==> config.mk <==
export PLATFORM = sky130hd
export DESIGN_NAME = diff_drive_odometry_integrator_core
export DESIGN_NICKNAME = d
export VERILOG_FILES = /design/src/rtl/core/ddoi_pkg.sv /design/src/rtl/core/diff_drive_odometry_integrator_core.sv
export SDC_FILE = /design/constraint.sdc
export NUM_CORES = 2
export LEC_CHECK = 0
export BUFFER_PORTS_ARGS = -buffer_cell sky130_fd_sc_hd__buf_2
export CAP_MARGIN = 20
export CORE_UTILIZATION = 60
export CTS_CLUSTER_DIAMETER = 100
export DETAILED_ROUTE_END_ITERATION = 6
export PLACE_DENSITY = 0.8
export SLEW_MARGIN = 15
export SYNTH_ARGS = -nofsm -noshare
export SYNTH_HDL_FRONTEND = slang
export SYNTH_SLANG_ARGS = --single-unit
==> constraint.sdc <==
create_clock -name clk_i -period 26.6 [get_ports clk_i]
set_input_delay 3.99 -clock clk_i [delete_from_list [all_inputs] [get_ports clk_i]]
set_output_delay 3.99 -clock clk_i [all_outputs]
set_load 0.005 [all_outputs]
==> src/rtl/core/ddoi_pkg.sv <==
// Shared types, register indexes, reset values and tables of the odometry integrator.
// Used by diff_drive_odometry_integrator_core; depends on nothing else.
`default_nettype none

package ddoi_pkg;

  // Beat layouts of the two streaming channels.
  typedef struct packed {
    logic               action;
    logic signed [31:0] left_count;
    logic signed [31:0] right_count;
    logic signed [15:0] left_speed;
    logic signed [15:0] right_speed;
    logic        [15:0] elapsed_ms;
    logic signed [31:0] fix_x;
    logic signed [31:0] fix_y;
    logic        [31:0] fix_heading;
  } in_beat_t;

  typedef struct packed {
    logic signed [31:0] pos_x;
    logic signed [31:0] pos_y;
    logic        [31:0] heading;
    logic signed [31:0] linear_velocity;
    logic signed [31:0] angular_velocity;
  } out_beat_t;

  // Configuration register indexes.
  localparam logic [1:0] CfgDistancePerTick    = 2'd0;
  localparam logic [1:0] CfgSpeedToVelocity    = 2'd1;
  localparam logic [1:0] CfgTurnsPerMetre      = 2'd2;
  localparam logic [1:0] CfgInvWheelSeparation = 2'd3;

  localparam logic [31:0] RstDistancePerTick    = 32'd18301;
  localparam logic [31:0] RstSpeedToVelocity    = 32'd4997420;
  localparam logic [31:0] RstTurnsPerMetre      = 32'd6846542;
  localparam logic [31:0] RstInvWheelSeparation = 32'd43018003;

  // Action codes of an input beat.
  localparam logic ActSample = 1'b0;
  localparam logic ActFix    = 1'b1;

  // Serial multiplier geometry: signed multiplicand, 32-bit multiplier.
  localparam int MulAW = 57;
  localparam int MulBW = 32;
  localparam int ProdW = MulAW + 1 + MulBW;
  localparam int CntW  = $clog2(MulBW);

  localparam int CordicStepsDef = 24;
  localparam int CordicW        = 34;
  localparam logic signed [CordicW-1:0] CordicStart = 34'sd652032874;

  // Arctangent of 2^-k in 2^-32 turns.
  function automatic logic [31:0] atan_turns(input logic [4:0] k);
    logic [31:0] r;
    case (k)
      5'd0:  r = 32'd536870912;
      5'd1:  r = 32'd316933406;
      5'd2:  r = 32'd167458907;
      5'd3:  r = 32'd85004756;
      5'd4:  r = 32'd42667331;
      5'd5:  r = 32'd21354465;
      5'd6:  r = 32'd10679838;
      5'd7:  r = 32'd5340245;
      5'd8:  r = 32'd2670163;
      5'd9:  r = 32'd1335087;
      5'd10: r = 32'd667544;
      5'd11: r = 32'd333772;
      5'd12: r = 32'd166886;
      5'd13: r = 32'd83443;
      5'd14: r = 32'd41722;
      5'd15: r = 32'd20861;
      5'd16: r = 32'd10430;
      5'd17: r = 32'd5215;
      5'd18: r = 32'd2608;
      5'd19: r = 32'd1304;
      5'd20: r = 32'd652;
      5'd21: r = 32'd326;
      5'd22: r = 32'd163;
      5'd23: r = 32'd81;
      5'd24: r = 32'd41;
      5'd25: r = 32'd20;
      5'd26: r = 32'd10;
      5'd27: r = 32'd5;
      5'd28: r = 32'd3;
      5'd29: r = 32'd1;
      5'd30: r = 32'd1;
      default: r = 32'd0;
    endcase
    return r;
  endfunction

  // Saturates a wide signed value to 32 bits.
  function automatic logic [31:0] sat32(input logic signed [ProdW-1:0] v);
    logic [31:0] r;
    if ((&v[ProdW-1:31]) || (~|v[ProdW-1:31])) begin
      r = v[31:0];
    end else if (v[ProdW-1]) begin
      r = 32'h8000_0000;
    end else begin
      r = 32'h7fff_ffff;
    end
    return r;
  endfunction

endpackage

`default_nettype wire

==> src/rtl/core/diff_drive_odometry_integrator_core.sv <==
// Differential-drive wheel odometry integrator, top level.
// Depends on ddoi_pkg for beat types, register indexes, the arctangent table and saturation.
`default_nettype none

// An encoder sample beat (action 0) turns the tick differences since the previous
// sample into wheel travel and advances the pose by midpoint-heading dead reckoning;
// the first sample after reset primes the stored counts and so sees no travel. A fix beat (action 1)
// latches an absolute pose, which the next sample with nonzero elapsed time applies
// in place of integrating. A sample with zero elapsed time only updates the stored
// counts. Each sample with nonzero elapsed time yields one output beat with the
// pose and the linear and angular speed. A fix beat and a zero-elapsed sample are
// taken without leaving idle. All products go through one radix-2 shift-add multiplier
// that retires one multiplier bit a cycle, with an operand load before each multiply
// and a result store after it; an integrating sample runs eight multiplies plus the
// CORDIC, one rotation a cycle, and a sample that applies a fix runs six multiplies
// and no CORDIC. One item is worked on at a time; the next input beat is taken
// as soon as the result sits in the output register, even before it is drained.
// Configuration registers are written through a plain write port and must only be
// written while the block is idle.
module diff_drive_odometry_integrator_core #(
  parameter int CORDIC_STEPS = ddoi_pkg::CordicStepsDef
) (
  input  wire                       clk_i,
  input  wire                       rst_ni,
  input  wire                       in_valid_i,
  output logic                      in_ready_o,
  input  wire ddoi_pkg::in_beat_t   in_beat_i,
  output logic                      out_valid_o,
  input  wire                       out_ready_i,
  output ddoi_pkg::out_beat_t       out_beat_o,
  input  wire                       cfg_we_i,
  input  wire [1:0]                 cfg_idx_i,
  input  wire [31:0]                cfg_data_i
);

  localparam int MulAW   = ddoi_pkg::MulAW;
  localparam int MulBW   = ddoi_pkg::MulBW;
  localparam int ProdW   = ddoi_pkg::ProdW;
  localparam int CntW    = ddoi_pkg::CntW;
  localparam int CordicW = ddoi_pkg::CordicW;

  // Sequencer states.
  localparam logic [2:0] StIdle   = 3'd0;
  localparam logic [2:0] StLoad   = 3'd1;
  localparam logic [2:0] StMul    = 3'd2;
  localparam logic [2:0] StStore  = 3'd3;
  localparam logic [2:0] StCordic = 3'd4;
  localparam logic [2:0] StQmap   = 3'd5;
  localparam logic [2:0] StDone   = 3'd6;

  // Multiply operations, in the order they run.
  localparam logic [2:0] OpSum  = 3'd0;  // (dl + dr) * distance_per_tick
  localparam logic [2:0] OpDif  = 3'd1;  // (dr - dl) * distance_per_tick
  localparam logic [2:0] OpTh   = 3'd2;  // wheel difference * turns_per_metre
  localparam logic [2:0] OpVel  = 3'd3;  // (ls + rs) * speed_to_velocity
  localparam logic [2:0] OpAng  = 3'd4;  // (ls - rs) * inv_wheel_separation
  localparam logic [2:0] OpW    = 3'd5;  // previous * speed_to_velocity
  localparam logic [2:0] OpX    = 3'd6;  // ds * cos
  localparam logic [2:0] OpY    = 3'd7;  // ds * sin

  // Configuration registers.
  logic [31:0] dpt_q, stv_q, tpm_q, iws_q;

  // Persistent odometry state.
  logic [31:0] last_l_q, last_r_q;
  logic        primed_q, fix_pending_q;
  logic [31:0] pose_x_q, pose_y_q, pose_h_q;
  logic [31:0] fix_x_q, fix_y_q, fix_h_q;

  // Per-item working registers.
  logic [2:0]                 state_q, state_d;
  logic [2:0]                 op_q, op_d;
  logic [CntW-1:0]            cnt_q, cnt_d;
  logic signed [31:0]         diffl_q, diffr_q;
  logic signed [15:0]         ls_q, rs_q;
  logic signed [55:0]         ds_q;
  logic signed [MulAW-1:0]    t_q;
  logic [31:0]                dth_q, half_q;
  logic [31:0]                v_q, w_q;
  logic [31:0]                dx_q, dy_q;
  logic signed [31:0]         c_q, s_q;

  // Serial multiplier.
  logic signed [MulAW-1:0]    mul_a_q;
  logic                       mul_sgn_q;
  logic signed [MulAW:0]      hi_q;
  logic [MulBW-1:0]           lo_q;

  // CORDIC.
  logic signed [CordicW-1:0]  x_q, y_q, z_q;
  logic [1:0]                 quad_q;

  // Output register.
  logic                       out_valid_q;
  ddoi_pkg::out_beat_t        out_beat_q;

  logic in_acc, out_free;
  assign in_ready_o  = (state_q == StIdle);
  assign in_acc      = in_valid_i && in_ready_o;
  assign out_free    = !out_valid_q || out_ready_i;
  assign out_valid_o = out_valid_q;
  assign out_beat_o  = out_beat_q;

  // Differences of an incoming sample against the stored counts.
  logic [31:0] base_l, base_r;
  assign base_l = primed_q ? last_l_q : in_beat_i.left_count;
  assign base_r = primed_q ? last_r_q : in_beat_i.right_count;

  // Operand selection for the next multiply.
  logic signed [32:0]       sum_lr, dif_rl;
  logic signed [16:0]       sp_sum, sp_dif;
  logic signed [MulAW-1:0]  op_a;
  logic [MulBW-1:0]         op_b;
  logic                     op_sgn;

  always_comb begin
    sum_lr = 33'(diffl_q) + 33'(diffr_q);
    dif_rl = 33'(diffr_q) - 33'(diffl_q);
    sp_sum = 17'(ls_q) + 17'(rs_q);
    sp_dif = 17'(ls_q) - 17'(rs_q);
    op_sgn = 1'b0;
    unique case (op_q)
      OpSum: begin
        op_a = MulAW'(sum_lr);
        op_b = dpt_q;
      end
      OpDif: begin
        op_a = MulAW'(dif_rl);
        op_b = dpt_q;
      end
      OpTh: begin
        op_a = t_q;
        op_b = tpm_q;
      end
      OpVel: begin
        op_a = MulAW'(sp_sum);
        op_b = stv_q;
      end
      OpAng: begin
        op_a = MulAW'(sp_dif);
        op_b = iws_q;
      end
      OpW: begin
        op_a = t_q;
        op_b = stv_q;
      end
      OpX: begin
        op_a = MulAW'(ds_q);
        op_b = c_q;
        op_sgn = 1'b1;
      end
      default: begin
        op_a = MulAW'(ds_q);
        op_b = s_q;
        op_sgn = 1'b1;
      end
    endcase
  end

  // One multiplier bit a cycle; a signed multiplier's top bit weighs negative.
  logic                     mul_last, mul_neg;
  logic signed [MulAW:0]    a_ext, addend, mul_sum;
  logic signed [ProdW-1:0]  prod;

  always_comb begin
    mul_last = (cnt_q == CntW'(MulBW - 1));
    mul_neg  = mul_sgn_q && mul_last;
    a_ext    = (MulAW + 1)'(mul_a_q);
    if (!lo_q[0]) begin
      addend = '0;
    end else if (mul_neg) begin
      addend = -a_ext;
    end else begin
      addend = a_ext;
    end
    mul_sum = hi_q + addend;
    prod    = $signed({hi_q, lo_q});
  end

  logic signed [ProdW-1:0] v_sh, w_sh;
  assign v_sh = prod >>> 17;
  assign w_sh = prod >>> 40;

  // Angle for the CORDIC: the heading at the middle of the step, folded to a quadrant.
  logic [31:0] ang, ang_rot, ang_res;
  logic [1:0]  ang_q;
  assign ang     = pose_h_q + half_q;
  assign ang_rot = ang + 32'h2000_0000;
  assign ang_q   = ang_rot[31:30];
  assign ang_res = ang - {ang_q, 30'd0};

  // One CORDIC rotation.
  logic signed [CordicW-1:0] xs, ys, at_ext;
  assign xs     = x_q >>> cnt_q;
  assign ys     = y_q >>> cnt_q;
  assign at_ext = $signed({2'b00, ddoi_pkg::atan_turns(5'(cnt_q))});

  // Pose after this item.
  logic [31:0] nx, ny, nh;
  assign nx = fix_pending_q ? fix_x_q : pose_x_q + dx_q;
  assign ny = fix_pending_q ? fix_y_q : pose_y_q + dy_q;
  assign nh = fix_pending_q ? fix_h_q : pose_h_q + dth_q;

  always_comb begin
    state_d = state_q;
    op_d    = op_q;
    cnt_d   = cnt_q;
    unique case (state_q)
      StIdle: begin
        if (in_acc && (in_beat_i.action == ddoi_pkg::ActSample) &&
            (in_beat_i.elapsed_ms != 16'd0)) begin
          state_d = StLoad;
          op_d    = OpSum;
        end
      end
      StLoad: begin
        state_d = StMul;
        cnt_d   = '0;
      end
      StMul: begin
        cnt_d = cnt_q + CntW'(1);
        if (mul_last) begin
          state_d = StStore;
        end
      end
      StStore: begin
        cnt_d = '0;
        if (op_q == OpY) begin
          state_d = StDone;
        end else if (op_q == OpW) begin
          state_d = fix_pending_q ? StDone : StCordic;
        end else begin
          state_d = StLoad;
          op_d    = op_q + 3'd1;
        end
      end
      StCordic: begin
        cnt_d = cnt_q + CntW'(1);
        if (cnt_q == CntW'(CORDIC_STEPS - 1)) begin
          state_d = StQmap;
        end
      end
      StQmap: begin
        state_d = StLoad;
        op_d    = OpX;
      end
      StDone: begin
        if (out_free) begin
          state_d = StIdle;
        end
      end
      default: begin
        state_d = StIdle;
      end
    endcase
  end

  // Control state and persistent state.
  always_ff @(posedge clk_i or negedge rst_ni) begin
    if (!rst_ni) begin
      state_q       <= StIdle;
      op_q          <= OpSum;
      cnt_q         <= '0;
      dpt_q         <= ddoi_pkg::RstDistancePerTick;
      stv_q         <= ddoi_pkg::RstSpeedToVelocity;
      tpm_q         <= ddoi_pkg::RstTurnsPerMetre;
      iws_q         <= ddoi_pkg::RstInvWheelSeparation;
      last_l_q      <= '0;
      last_r_q      <= '0;
      primed_q      <= 1'b0;
      fix_pending_q <= 1'b0;
      pose_x_q      <= '0;
      pose_y_q      <= '0;
      pose_h_q      <= '0;
      fix_x_q       <= '0;
      fix_y_q       <= '0;
      fix_h_q       <= '0;
      out_valid_q   <= 1'b0;
    end else begin
      state_q <= state_d;
      op_q    <= op_d;
      cnt_q   <= cnt_d;
      if (cfg_we_i) begin
        unique case (cfg_idx_i)
          ddoi_pkg::CfgDistancePerTick:    dpt_q <= cfg_data_i;
          ddoi_pkg::CfgSpeedToVelocity:    stv_q <= cfg_data_i;
          ddoi_pkg::CfgTurnsPerMetre:      tpm_q <= cfg_data_i;
          ddoi_pkg::CfgInvWheelSeparation: iws_q <= cfg_data_i;
          default: ;
        endcase
      end
      if (in_acc) begin
        if (in_beat_i.action == ddoi_pkg::ActFix) begin
          fix_x_q       <= in_beat_i.fix_x;
          fix_y_q       <= in_beat_i.fix_y;
          fix_h_q       <= in_beat_i.fix_heading;
          fix_pending_q <= 1'b1;
        end else begin
          last_l_q <= in_beat_i.left_count;
          last_r_q <= in_beat_i.right_count;
          primed_q <= 1'b1;
        end
      end
      if ((state_q == StDone) && out_free) begin
        pose_x_q      <= nx;
        pose_y_q      <= ny;
        pose_h_q      <= nh;
        fix_pending_q <= 1'b0;
        out_valid_q   <= 1'b1;
      end else if (out_valid_q && out_ready_i) begin
        out_valid_q <= 1'b0;
      end
    end
  end

  // Datapath registers.
  always_ff @(posedge clk_i) begin
    if (in_acc) begin
      diffl_q <= in_beat_i.left_count - base_l;
      diffr_q <= in_beat_i.right_count - base_r;
      ls_q    <= in_beat_i.left_speed;
      rs_q    <= in_beat_i.right_speed;
    end
    if (state_q == StLoad) begin
      mul_a_q   <= op_a;
      mul_sgn_q <= op_sgn;
      hi_q      <= '0;
      lo_q      <= op_b;
    end
    if (state_q == StMul) begin
      hi_q <= {mul_sum[MulAW], mul_sum[MulAW:1]};
      lo_q <= {mul_sum[0], lo_q[MulBW-1:1]};
    end
    if (state_q == StStore) begin
      unique case (op_q)
        OpSum: ds_q <= prod[64:9];
        OpDif: t_q  <= prod[MulAW-1:0];
        OpTh: begin
          dth_q  <= prod[55:24];
          half_q <= prod[56:25];
        end
        OpVel: v_q <= ddoi_pkg::sat32(v_sh);
        OpAng: t_q <= MulAW'($signed(prod[48:0]));
        OpW: begin
          w_q    <= ddoi_pkg::sat32(w_sh);
          x_q    <= ddoi_pkg::CordicStart;
          y_q    <= '0;
          z_q    <= CordicW'($signed(ang_res));
          quad_q <= ang_q;
        end
        OpX: dx_q <= prod[69:38];
        default: dy_q <= prod[69:38];
      endcase
    end
    if (state_q == StCordic) begin
      if (!z_q[CordicW-1]) begin
        x_q <= x_q - ys;
        y_q <= y_q + xs;
        z_q <= z_q - at_ext;
      end else begin
        x_q <= x_q + ys;
        y_q <= y_q - xs;
        z_q <= z_q + at_ext;
      end
    end
    if (state_q == StQmap) begin
      case (quad_q)
        2'd0: begin
          c_q <= 32'(x_q);
          s_q <= 32'(y_q);
        end
        2'd1: begin
          c_q <= 32'(-y_q);
          s_q <= 32'(x_q);
        end
        2'd2: begin
          c_q <= 32'(-x_q);
          s_q <= 32'(-y_q);
        end
        default: begin
          c_q <= 32'(y_q);
          s_q <= 32'(-x_q);
        end
      endcase
    end
    if ((state_q == StDone) && out_free) begin
      out_beat_q.pos_x            <= nx;
      out_beat_q.pos_y            <= ny;
      out_beat_q.heading          <= nh;
      out_beat_q.linear_velocity  <= v_q;
      out_beat_q.angular_velocity <= w_q;
    end
  end

`ifndef SYNTHESIS
  // A fix beat latches a pending fix and leaves the sequencer idle.
  a_fix_latch: assert property (@(posedge clk_i) disable iff (!rst_ni)
    in_acc && (in_beat_i.action == ddoi_pkg::ActFix) |=> fix_pending_q && in_ready_o)
    else $error("fix beat did not latch a pending fix");

  // A sample with zero elapsed time gives no work.
  a_zero_elapsed: assert property (@(posedge clk_i) disable iff (!rst_ni)
    in_acc && (in_beat_i.action == ddoi_pkg::ActSample) &&
    (in_beat_i.elapsed_ms == 16'd0) |=> in_ready_o && primed_q)
    else $error("zero-elapsed sample started work");

  // A working sample starts with the first multiply.
  a_start: assert property (@(posedge clk_i) disable iff (!rst_ni)
    in_acc && (in_beat_i.action == ddoi_pkg::ActSample) &&
    (in_beat_i.elapsed_ms != 16'd0) |=> (state_q == StLoad) && (op_q == OpSum))
    else $error("sample did not start the multiply chain");

  // Finishing an item posts a result and clears a pending fix.
  a_finish: assert property (@(posedge clk_i) disable iff (!rst_ni)
    (state_q == StDone) && out_free |=> out_valid_o && !fix_pending_q && in_ready_o)
    else $error("finished item did not post its result");
`endif

endmodule

`default_nettype wire
Yosys cells after proc, flatten, opt, wreduce, memory -nomap -nowiden
Memory sizes are Yosys's and may differ from the RTL's. Cells that the tools add are included.

$add $sub $neg: 24. Eq/ne operators: 26. Shift operators: 2. Multiplexer cells: 50. Bitwise gates (word level): 2. Reduce and logical (&&, ||, !) cells: 54.

Operator list (count): $mux 34 (12); $mux 32 (10); $pmux 57 s5 (1); $mux 58 (4); $pmux 32 s3 (2); $pmux 32 s5 (1); $add 32x32->32 (4); $pmux 57 s2 (1); $sub 32x32->32 (3); $add 34x34->34 (2); $sshr 34x5->34 (2); $sub 34x34->34 (2); $neg 32->32 (2); $add 58x58->58 (1); $neg 57->58 (1); $reduce_and 42->1 (1); $reduce_or 42->1 (1); $add 34x33->34 (1); $sub 34x33->34 (1); $add 32x32->33 (1); $sub 32x32->33 (1); $add 32x30->32 const B (1); $reduce_and 2->1 (15); $mux 3 (9); other kinds (32) (79).

Flip-flop bits (word level): 1275. ROM bits: 960. Input port bits: 248. Output and inout port bits: 162. Logic and storage cells: 204. Memories kept: 1.

Memories: (name not given) (words 32, bits a word 30, rd ports 1, clocked after memory_dff 0, wr ports 0, RTL line ddoi_pkg.sv:56) `case (k)`.

Longest topological paths before layout
Depth after elaboration: 6. Depth in mapped cells: 31. Depth with buffers taken out: 27.

Least setup slack after synthesis
Ideal clock, no wire load.

Kind: input to register. Start point: input out_ready_i. End point: register out_beat_q, in the netlist out_beat_o[0], enable pin. Setup time: 0.586 ns. Arrival: 9.337 ns. Required time: 26.014 ns. Path slack: 16.677 ns. Stages on the path: 5. Buffers on the path: 2. Cells stage by stage: nand2b_1 -> nand3_1 -> inv_2 -> buf_1 -> buf_1.

Cells in the longest elaborated chain, start to end: 2.

RTL lines: start: declaration (RTL line diff_drive_odometry_integrator_core.sv:29) `input wire out_ready_i,`; $logic_or 1x1->1 (RTL line diff_drive_odometry_integrator_core.sv:100) `assign out_free = !out_valid_q || out_ready_i;`; $logic_and 1x1->1 (RTL line diff_drive_odometry_integrator_core.sv:386) `if ((state_q == StDone) && out_free) begin`; end: declaration (RTL line diff_drive_odometry_integrator_core.sv:95) `ddoi_pkg::out_beat_t out_beat_q;`.

No other way between the ends. A chain may end at the register's enable or synchronous reset.

Worst setup path after layout
Start point: register cnt_q[1]. End point: register x_q[33] (data pin).

Cells in the longest elaborated chain, start to end: 4. Elaborated cells on any way between the ends: 5. Those cells by class: 2 x add/sub; 1 x shift; 2 x mux.

RTL lines: start: declaration (RTL line diff_drive_odometry_integrator_core.sv:73) `logic [CntW-1:0] cnt_q, cnt_d;`; start signal: assignment (RTL line diff_drive_odometry_integrator_core.sv:282) `cnt_q <= cnt_d;`; $sshr 34x5->34 * (RTL line diff_drive_odometry_integrator_core.sv:195) `assign ys = y_q >>> cnt_q;`; $sub 34x34->34 / $add 34x34->34 (equally long branches) (RTL line diff_drive_odometry_integrator_core.sv:357, diff_drive_odometry_integrator_core.sv:361); $mux 34 * (RTL line diff_drive_odometry_integrator_core.sv:356) `if (!z_q[CordicW-1]) begin`; $mux 34 * (RTL line diff_drive_odometry_integrator_core.sv:355) `if (state_q == StCordic) begin`; end signal: assignment (RTL line diff_drive_odometry_integrator_core.sv:346) `x_q <= ddoi_pkg::CordicStart;`; end signal: assignment (RTL line diff_drive_odometry_integrator_core.sv:357) `x_q <= x_q - ys;`; end signal: assignment (RTL line diff_drive_odometry_integrator_core.sv:361) `x_q <= x_q + ys;`; end: declaration (RTL line diff_drive_odometry_integrator_core.sv:90) `logic signed [CordicW-1:0] x_q, y_q, z_q;`.

Mark *: on every way between the ends. The rest lies on a longest branch, timed or not.

==> insert_results.sql <==
INSERT INTO impl_metrics (metric_group, metric, value, unit) VALUES
('clock_network', 'ctsHtreeMaxLevel', '4', ''),
('clock_network', 'cts_resized', '0', ''),
('clock_network', 'cts_tree', 'yes', ''),
('power', 'powerDensity', '116.2', 'nW/µm²'),
('detailed_routing', 'postRouteAntennaNets', '0', ''),
('synth', 'largest_family_of_logic_cells_by_synthesized_area', 'compound AO/OA/AOI/OAI gates', ''),
('timing', 'final_setup_violating_endpoints', '0', ''),
('synth', 'synth_adder_area_share', '0.07659', ''),
('synth', 'ys_top_cells_by_area', 'sky130_fd_sc_hd__edfxtp_1, sky130_fd_sc_hd__dfrtp_1, sky130_fd_sc_hd__ha_1', ''),
('clock_network', 'clk_pin_slew_worst_paths', '60', 'ps'),
('synth', 'warnings_synthesis', '0', ''),
('die', 'die_width', '365.9', 'µm'),
('synth', 'netlist-cell-type-count', '103', ''),
('die', 'die_ar', '133900', 'µm²'),
('run_status', 'failed_checks', 'DRC', ''),
('global_routing', 'grt_first_pass_wirelength', '356300', 'µm'),
('synth', 'synth.net_count', '8323', ''),
('setup_path', 'cp-endpoint', 'x_q[33]', ''),
('detailed_routing', 'route.detailed.drc', '2', ''),
('global_routing', 'first_global_vias', '61100', ''),
('synth', 'synth_edf_count', '845', ''),
('setup_path', 'max_fanout_on_critical_path', '60', ''),
('timing', 'hold_violations', '0', ''),
('timing', 'final.setup.worst_slack', '18750', 'ps'),
('setup_path', 'startpoint_types', 'flop', ''),
('timing', 'finClkSkew', '29.79', 'ps'),
('die', 'fp.coreArea', '131500', 'µm²'),
('clock_network', 'cts.sink_count', '1243', ''),
('timing', 'final_max_slew_violation_count', '0', ''),
('timing', 'achievable-frequency', '0.1274', 'GHz'),
('setup_path', 'reg2reg_depth', '23', ''),
('placement', 'placed_cell_area', '82730', 'µm²'),
('layout', 'syn_to_final_growth', '10.07', '%'),
('timing', 'fin_crit', '7851', 'ps'),
('placement', 'post-dp-hpwl', '164300', 'µm'),
('clock_network', 'clockRootBuffer', 'sky130_fd_sc_hd__clkbuf_16', ''),
('run_status', 'status', 'finished with violations', ''),
('timing', 'rsz_0062_raised_after_global_routing', 'no', ''),
('detailed_routing', 'routed_wirelength', '232900', 'µm'),
('synth', 'syn_area_per_cell', '10.46', 'µm²'),
('synth', 'synth-main-ff-cell', 'sky130_fd_sc_hd__edfxtp_1', ''),
('detailed_routing', 'post_detailed_route_wirelength_per_cell', '24.00', 'µm'),
('layout', 'post_route_cells_drive_above_1_share', '0.1694', ''),
('die', 'rows', '133', ''),
('global_routing', 'grt_antenna_before_repair', '18', ''),
('setup_path', 'kind_of_end_point_of_the_critical_path', 'flop', ''),
('detailed_routing', 'via_per_inst', '6.569', ''),
('synth', 'postSynth.asyncResetShare', '0.3202', ''),
('die', 'floorplan.die.height', '365.9', 'µm'),
('clock_network', 'ctsHoldBuffers', '0', ''),
('synth', 'synthDominantCellAreaShare', '0.3193', ''),
('setup_path', 'r2r_slack', '18750', 'ps'),
('setup_path', 'critical_path_required', '27120', 'ps'),
('global_routing', 'all_layer_global_routing_usage', '0.3407', ''),
('timing', 'final_worst_path_period_share', '0.2951', ''),
('clock_network', 'cts_buffer_depth', '3', ''),
('setup_path', 'timing.rr.end', 'x_q[33]', ''),
('detailed_routing', 'total_number_of_vias', '63760', ''),
('timing', 'setup_total_negative_slack', '0', 'ps'),
('flow_run', 'maxCapViolations', '0', ''),
('global_routing', 'grt_start_max_net_pins', '123', ''),
('placement', 'finalWeightedCongestion', '0.9616', ''),
('power', 'worst_ir_drop_vdd', '98.38', 'µV'),
('synth', 'syn-instance-count', '7597', ''),
('die', 'start_util', '0.6044', ''),
('setup_path', 'timing.setup.critical_path_class', 'flop to flop', ''),
('setup_path', 'worst_r2r_startpoint', 'cnt_q[1]', ''),
('detailed_routing', 'first_pass_iters', '7', ''),
('layout', 'final_design_area_no_fill', '87450', 'µm²'),
('placement', 'dpl_worst_slack', '18670', 'ps'),
('timing', 'tightestPinTransition', '1167', 'ps');
## sequential cells by signal, summed over array words and instances (netlist names), 34 cells and up
register    count
x_q            34
ds_q           56
y_q            34
t_q            57
mul_a_q        57
z_q            34
hi_q           57
out_beat_o    160
## critical path, stage by stage (launching register included)
cell,delay [ps]
sky130_fd_sc_hd__dfrtp_4,880
sky130_fd_sc_hd__buf_4,780
sky130_fd_sc_hd__mux4_4,760
sky130_fd_sc_hd__and2_1,200
sky130_fd_sc_hd__a31o_2,210
sky130_fd_sc_hd__a221oi_1,510
sky130_fd_sc_hd__nand2_1,180
sky130_fd_sc_hd__nor2_1,190
sky130_fd_sc_hd__and2_1,270
sky130_fd_sc_hd__nor2_1,90
sky130_fd_sc_hd__xnor2_1,230
sky130_fd_sc_hd__ha_1,340
sky130_fd_sc_hd__a21o_1,190
sky130_fd_sc_hd__a21o_1,170
sky130_fd_sc_hd__a21oi_1,190
sky130_fd_sc_hd__o21ai_0,200
sky130_fd_sc_hd__a21o_1,260
sky130_fd_sc_hd__o41ai_1,490
sky130_fd_sc_hd__o21ai_0,380
sky130_fd_sc_hd__a211o_1,380
sky130_fd_sc_hd__a21oi_1,210
sky130_fd_sc_hd__o21ai_0,150
sky130_fd_sc_hd__xnor2_1,180
sky130_fd_sc_hd__nor2_1,60
## metrics by stage
step	std cells	utilization	hold WS [ps]	power, W
global placement	9427	0.6293	402.2	0.007958
finish	9705	0.6652	415.2	0.01016
global route	9694	0.6650	422.7	0.01072
CTS	9687	0.6645	415.4	0.01008
detailed placement	9427	0.6293	404.5	0.008083
floorplan	7597	-	400.3	0.006729
## routing by layer
metal | track usage | routed length (µm) | vias up
li1 | - | - | 28750
met4 | 0.1489 | 10560 | 14
met1 | 0.4593 | 92000 | 30930
met5 | 0 | 89 | -
met3 | 0.06945 | 23900 | 626
met2 | 0.5344 | 106400 | 3432
## layout by cell type, fill, tap and decap left out, types with 213 or more instances in the layout
master                     count
sky130_fd_sc_hd__nor2_1      614
sky130_fd_sc_hd__ha_1        463
sky130_fd_sc_hd__nand2_1     685
sky130_fd_sc_hd__xnor2_1     300
sky130_fd_sc_hd__inv_1       213
sky130_fd_sc_hd__buf_2       408
sky130_fd_sc_hd__mux2_2      397
sky130_fd_sc_hd__a21oi_1     581
sky130_fd_sc_hd__edfxtp_1    845
sky130_fd_sc_hd__dfrtp_1     350
sky130_fd_sc_hd__o21ai_0     420
sky130_fd_sc_hd__a21o_1      249
## cells by family after synthesis
kind of cell,Yosys count
and+or+nand+nor,2096
AOI/OAI and AO/OA,2028
DFF,1243
muxes,648
buffers and inverters,627
adders and majority gates,478
xor gates and xnor gates,477
## where the power goes
part           switching, W  total, W  internal (W)
clock              0.000831   0.00196       0.00113
sequential         0.000493   0.00325       0.00276
combinational       0.00298   0.00495       0.00198
total               0.00430    0.0102       0.00586
## cell usage after synthesis (216+ instances only)
master,number
sky130_fd_sc_hd__mux2_2,397
sky130_fd_sc_hd__a21oi_1,582
sky130_fd_sc_hd__xnor2_1,300
sky130_fd_sc_hd__edfxtp_1,845
sky130_fd_sc_hd__clkbuf_1,289
sky130_fd_sc_hd__inv_1,216
sky130_fd_sc_hd__nand2_1,689
sky130_fd_sc_hd__ha_1,464
sky130_fd_sc_hd__o21ai_0,422
sky130_fd_sc_hd__a21o_1,249
sky130_fd_sc_hd__nor2_1,621
sky130_fd_sc_hd__dfrtp_1,358
## worst min-delay path by stage
stage                     startpoint        endpoint  slack (ps)  depth (start not counted)
after floorplan               w_q[0]   out_beat_o[0]         400                          0
after global routing         w_q[22]  out_beat_o[22]         420                          0
final                         v_q[0]  out_beat_o[32]         420                          0
after detailed placement     w_q[23]  out_beat_o[23]         400                          0
after global placement       v_q[17]  out_beat_o[49]         400                          0
after CTS                     v_q[0]  out_beat_o[32]         420                          0
## layout make-up
class                           instances  area (µm²)
Antenna cell                           14       35.03
Clock buffer                          199        3959
Clock inverter                         61       661.9
Fill cell                            9998       44010
Inverter                              221       837.1
Multi-Input combinational cell       5727       41700
Sequential cell                      1243       35410
Tap cell                             1755        2196
Timing Repair Buffer                  485        2664
Note: power is estimated with default switching activity, not from simulation.
